$ cat src/hdl/p1280_pkg.sv
// Shared types, codes and constants for the perm1280 sponge state engine.
// No dependencies; every other file in hdl/ imports this package.
package p1280_pkg;

  localparam int unsigned LANE_W     = 64;
  localparam int unsigned WORD_W     = 32;
  localparam int unsigned ROWS       = 5;
  localparam int unsigned COLUMNS    = 4;
  localparam int unsigned LANES      = ROWS * COLUMNS;
  localparam int unsigned WORDS      = 2 * LANES;
  localparam int unsigned RC_COUNT   = 12;
  localparam int unsigned MAX_ROUNDS = 12;
  localparam int unsigned RC_IDX_W   = 4;
  localparam int unsigned LANE_IDX_W = $clog2(LANES);

  typedef logic [LANE_W-1:0] lane_t;
  typedef logic [LANES-1:0][LANE_W-1:0] pstate_t;
  typedef logic [RC_IDX_W-1:0] rc_idx_t;

  typedef enum logic [2:0] {
    KIND_CLEAR     = 3'd0,
    KIND_XOR       = 3'd1,
    KIND_OVERWRITE = 3'd2,
    KIND_READ      = 3'd3,
    KIND_PERMUTE   = 3'd4
  } kind_t;

  typedef enum logic {
    SEQ_IDLE,
    SEQ_RUN
  } seq_state_t;

  // Sequencer to datapath: apply one round with the given constant index.
  typedef struct packed {
    logic    round_en;
    rc_idx_t rc_idx;
  } round_ctrl_t;

  localparam lane_t ROUND_CONST [RC_COUNT] = '{
    64'h58,  64'h38, 64'h3C0, 64'hD0,  64'h120, 64'h14,
    64'h60,  64'h2C, 64'h380, 64'hF0,  64'h1A0, 64'h12
  };

endpackage

$ cat src/hdl/p1280_seq.sv
// Round sequencer: counts the round constant index through a permute.
// Depends on p1280_pkg for the state enum and control struct.
module p1280_seq
  import p1280_pkg::*;
(
  input  logic                clk,
  input  logic                rst_n,
  input  logic                start_i,
  input  logic [RC_IDX_W-1:0] rounds_i,
  output logic                busy_o,
  output round_ctrl_t         ctrl_o
);

  seq_state_t state_r, state_nxt;
  rc_idx_t    idx_r, idx_nxt;
  rc_idx_t    n_rounds;

  always_ff @(posedge clk) begin
    if (!rst_n) begin
      state_r <= SEQ_IDLE;
      idx_r   <= '0;
    end else begin
      state_r <= state_nxt;
      idx_r   <= idx_nxt;
    end
  end

  always_comb begin
    n_rounds  = (rounds_i > RC_IDX_W'(MAX_ROUNDS)) ? RC_IDX_W'(MAX_ROUNDS) : rounds_i;
    state_nxt = state_r;
    idx_nxt   = idx_r;
    ctrl_o    = '{round_en: 1'b0, rc_idx: idx_r};
    busy_o    = 1'b0;
    case (state_r)
      SEQ_IDLE: begin
        // start at the constant of the first of the last n rounds
        if (start_i && (n_rounds != '0)) begin
          state_nxt = SEQ_RUN;
          idx_nxt   = RC_IDX_W'(RC_COUNT) - n_rounds;
        end
      end
      SEQ_RUN: begin
        busy_o          = 1'b1;
        ctrl_o.round_en = 1'b1;
        if (idx_r == RC_IDX_W'(RC_COUNT - 1)) begin
          state_nxt = SEQ_IDLE;
        end else begin
          idx_nxt = idx_r + 1'b1;
        end
      end
      default: begin
        state_nxt = SEQ_IDLE;
      end
    endcase
  end

endmodule

$ cat config.mk
export PLATFORM = sky130hd
export DESIGN_NAME = p1280_seq
export DESIGN_NICKNAME = d
export VERILOG_FILES = /design/src/hdl/p1280_pkg.sv /design/src/hdl/p1280_seq.sv
export SDC_FILE = /design/constraint.sdc
export NUM_CORES = 1
export LEC_CHECK = 0
export BUFFER_PORTS_ARGS = -buffer_cell sky130_fd_sc_hd__buf_2
export CORE_AREA = 4 4 41 43
export CTS_BUF_LIST = sky130_fd_sc_hd__clkbuf_4 sky130_fd_sc_hd__clkbuf_8 sky130_fd_sc_hd__clkbuf_16
export DETAILED_ROUTE_END_ITERATION = 8
export DIE_AREA = 0 0 45 47
export GPL_ROUTABILITY_DRIVEN = 0
export MAX_ROUTING_LAYER = met4
export PLACE_DENSITY_LB_ADDON = 0.05
export SYNTH_ARGS = -nofsm -noshare
export SYNTH_HDL_FRONTEND = slang
export SYNTH_SLANG_ARGS = --single-unit
export TNS_END_PERCENT = 30
$ cat constraint.sdc
create_clock -name clk -period 1.7 [get_ports clk]
set_input_delay 0.085 -clock clk [delete_from_list [all_inputs] [get_ports clk]]
set_output_delay 0.085 -clock clk [all_outputs]
set_load 0.01 [all_outputs]
==> run_summary.xml <==
<?xml version="1.0" encoding="UTF-8"?>
<metrics>
  <group name="timing">
    <metric name="final_min_period_over_clock_period" unit="%">86.6</metric>
    <metric name="setup_viol_count_final" unit="">0</metric>
    <metric name="timing.slew.headroom" unit="%">81.5</metric>
    <metric name="rsz0062_at_grt" unit="">false</metric>
    <metric name="timing_max_transition_violations_final" unit="">0</metric>
    <metric name="fin_ws" unit="ns">0.228</metric>
    <metric name="final-hold-violation-count" unit="">0</metric>
    <metric name="fin_worst_skew" unit="ns">0.00139</metric>
    <metric name="period_needed" unit="ns">1.47</metric>
    <metric name="final.setup.tns" unit="ns">0</metric>
    <metric name="fmax" unit="MHz">679</metric>
    <metric name="tightestPinTransition" unit="ns">0.278</metric>
    <metric name="hold-worst-slack" unit="ns">0.145</metric>
  </group>
  <group name="layout">
    <metric name="drive_gt1_share" unit="%">42.9</metric>
    <metric name="area_growth" unit="%">31.7</metric>
    <metric name="fin_cells" unit="">71</metric>
    <metric name="antenna_cells_inserted" unit="">0</metric>
    <metric name="seq_area" unit="sq um">100</metric>
    <metric name="num-nets-final" unit="">66</metric>
    <metric name="multiInputGateArea" unit="sq um">233</metric>
    <metric name="final_util" unit="%">36.0</metric>
    <metric name="num-fill-cells" unit="">150</metric>
  </group>
  <group name="floorplanning">
    <metric name="dieWidth" unit="um">45</metric>
    <metric name="fp.dieArea" unit="sq um">2120</metric>
    <metric name="die_y" unit="um">47</metric>
    <metric name="core_region_area" unit="sq um">1300</metric>
    <metric name="num_rows" unit="">13</metric>
    <metric name="initial_utilization" unit="%">27.3</metric>
    <metric name="io_pins" unit="">13</metric>
  </group>
  <group name="critical_path">
    <metric name="worst_setup_path_startpoint" unit="">idx_r[0]</metric>
    <metric name="required" unit="ns">1.83</metric>
    <metric name="worst_setup_path_start_kind" unit="">register</metric>
    <metric name="timing.critical_path.fanout_max" unit="">8</metric>
    <metric name="worst_setup_path_endpoint" unit="">idx_r[0]</metric>
    <metric name="worst-setup-path-type" unit="">reg2reg</metric>
    <metric name="worstReg2RegStart" unit="">idx_r[0]</metric>
    <metric name="endpoint_class_of_the_critical_path" unit="">register</metric>
    <metric name="worst_case_register_to_register_setup_slack" unit="ns">0.23</metric>
    <metric name="worst_reg2reg_path_endpoint" unit="">idx_r[0]</metric>
    <metric name="timing.reg2reg.worst_path_depth" unit="">5</metric>
    <metric name="worst-endpoint-arrival" unit="ns">1.60</metric>
  </group>
  <group name="route">
    <metric name="drt_pass1_iterations" unit="">4</metric>
    <metric name="wire_per_inst" unit="um">12.1</metric>
    <metric name="via_per_inst" unit="">4.79</metric>
    <metric name="vias" unit="">340</metric>
    <metric name="drc_violation_count_after_routing" unit="">0</metric>
    <metric name="iter_0_drt_violations" unit="">3</metric>
    <metric name="detail-route-antenna-nets" unit="">0</metric>
    <metric name="wl" unit="um">857</metric>
  </group>
  <group name="hold_path">
    <metric name="hold_class" unit="">in2reg</metric>
    <metric name="min_from" unit="">rst_n</metric>
  </group>
  <group name="logic_synthesis">
    <metric name="synth_top_cell_by_area" unit="">dfxtp_1</metric>
    <metric name="yosysWarnings" unit="">0</metric>
    <metric name="yosysUniqueCellTypes" unit="">22</metric>
    <metric name="synth_area" unit="sq um">355</metric>
    <metric name="ys_top_cells_by_area" unit="">dfxtp_1 (28%), ha_1 (7.0%), nand3b_1 (6.3%)</metric>
    <metric name="synth_seq_area_share" unit="%">28.2</metric>
    <metric name="post_synth.cell_area_avg" unit="sq um">9.11</metric>
    <metric name="synth-seq-cells" unit="">5</metric>
    <metric name="synthesis.nets" unit="">48</metric>
    <metric name="synth_cells" unit="">39</metric>
    <metric name="synth.top_cell.area_share" unit="%">28.2</metric>
  </group>
  <group name="clock_tree">
    <metric name="cts-root-to-sink-buffers" unit="">2</metric>
    <metric name="ctsResizeCount" unit="">0</metric>
    <metric name="cts_setup_buffers" unit="">0</metric>
    <metric name="clkSinkCount" unit="">5</metric>
    <metric name="hold_buffers" unit="">0</metric>
    <metric name="root_buffer" unit="">clkbuf_4</metric>
    <metric name="clk_transition_reported_paths" unit="ns">0.04</metric>
    <metric name="numCtsBuffers" unit="">3</metric>
    <metric name="clkLatencyLatePin" unit="ns">0.24</metric>
    <metric name="tritoncts" unit="">yes</metric>
    <metric name="htree_num_levels" unit="">1</metric>
  </group>
  <group name="power_and_ir_drop">
    <metric name="ir_worst_vdd" unit="uV">519</metric>
    <metric name="cellLeakagePower" unit="nW">0.214</metric>
    <metric name="power-per-cell-area" unit="nW/um^2">892</metric>
  </group>
  <group name="global_routing">
    <metric name="grt_pass1_vias" unit="">316</metric>
    <metric name="grt_pass1_wl" unit="um">1370</metric>
    <metric name="grt_max_degree" unit="">10</metric>
    <metric name="antenna_found_initial" unit="">0</metric>
    <metric name="track_usage" unit="%">9.89</metric>
    <metric name="grt-ovfl-total" unit="">0</metric>
  </group>
  <group name="placed_design">
    <metric name="port-buffer-count" unit="">12</metric>
    <metric name="hpwlAfterDp" unit="um">689</metric>
    <metric name="placedCellCount" unit="">67</metric>
    <metric name="place_ws" unit="ns">0.0460</metric>
  </group>
  <group name="run_status">
    <metric name="run_status" unit="">completed</metric>
  </group>
  <group name="run">
    <metric name="drv.max_cap_violation_count" unit="">0</metric>
  </group>
</metrics>
## cells in the final DEF (no fill, tap or decap), drive strengths merged
master and instances:
buf 15, dfxtp 5, nand2 4, o21ai 4, clkbuf 4, nand3b 3
nor2b 2, a21oi 2, xnor2 2, nor2 2, ha 2, inv 1
or3b 1, a22oi 1, mux2 1, mux2i 1, and2b 1, nand3 1
a221o 1, nand2b 1, and3 1, o221a 1
## cells by family (layout without fill, tap and decap cells)
kind of cell	after synthesis	in the layout	synth area share, %
and+or+nand+nor	16	16	26.8
DFF	5	5	28.2
buffers and inverters	3	20	6.34
muxes	2	2	5.99
xor gates and xnor gates	2	2	4.93
adders and majority gates	2	2	7.04
AOI/OAI and AO/OA	9	9	20.8
## layout make-up
class | count | area share, %
Multi-Input combinational cell | 31 | 49.7
Sequential cell | 5 | 21.4
Timing Repair Buffer | 15 | 17.6
Clock buffer | 4 | 6.42
Tap cell | 15 | 4.01
Inverter | 1 | 0.802
## how the worst min path moves through the flow
stage                    end  cells past startpoint  slack (ns)
floorplan           idx_r[1]                      1        0.21
global placement    idx_r[0]                      2        0.40
detailed placement  idx_r[0]                      2        0.39
CTS                 idx_r[1]                      2        0.14
global route        idx_r[0]                      2        0.14
finish              idx_r[1]                      2        0.14
## flip-flops by register name, indices dropped and copies added (netlist names)
| register | flops |
|---|---|
| state_r | 1 |
| idx_r | 4 |
## power by group
group          leakage, nW  internal (W)  switching [W]  total, W
clock network       0.0184      0.000105      0.0000478  0.000152
logic                0.155     0.0000625      0.0000546  0.000117
registers           0.0414      0.000132      0.0000162  0.000148
## per-stage QoR
step,area (sq um),power (W)
5_1_grt,468,0.000457
3_5_place_dp,438,0.000268
2_1_floorplan,355,0.000227
6_report,468,0.000417
3_3_place_gp,438,0.000265
4_1_cts,468,0.000428
## per-layer routing
| metal | GRT usage [%] | vias up | share of wire, % |
|---|---|---|---|
| met5 | - | - | 0 |
| met4 | 1.75 | 0 | 0 |
| met3 | 7.28 | 0 | 6.8 |
| met2 | 15.5 | 12 | 49 |
| met1 | 10.0 | 157 | 45 |
| li1 | - | 171 | - |
## critical path, cell delays in order, from the launching register on
cell and delay, ns:
dfxtp_1 0.39, ha_1 0.23, nand3b_1 0.14, a22oi_4 0.26, nor2_1 0.09, o221a_1 0.25
## synth_stat cells
library cell,instances
nand3_1,1
nor2_1,2
a21oi_1,2
mux2i_1,1
buf_6,1
or3b_4,1
a22oi_4,1
xnor2_1,2
nand3b_1,3
nand2b_1,1
inv_1,1
o21ai_0,4
and2b_2,1
nor2b_1,2
and3_1,1
o221a_1,1
a221o_2,1
buf_4,1
mux2_2,1
ha_1,2
dfxtp_1,5
nand2_1,4
Power figures use the tool's default switching activity.
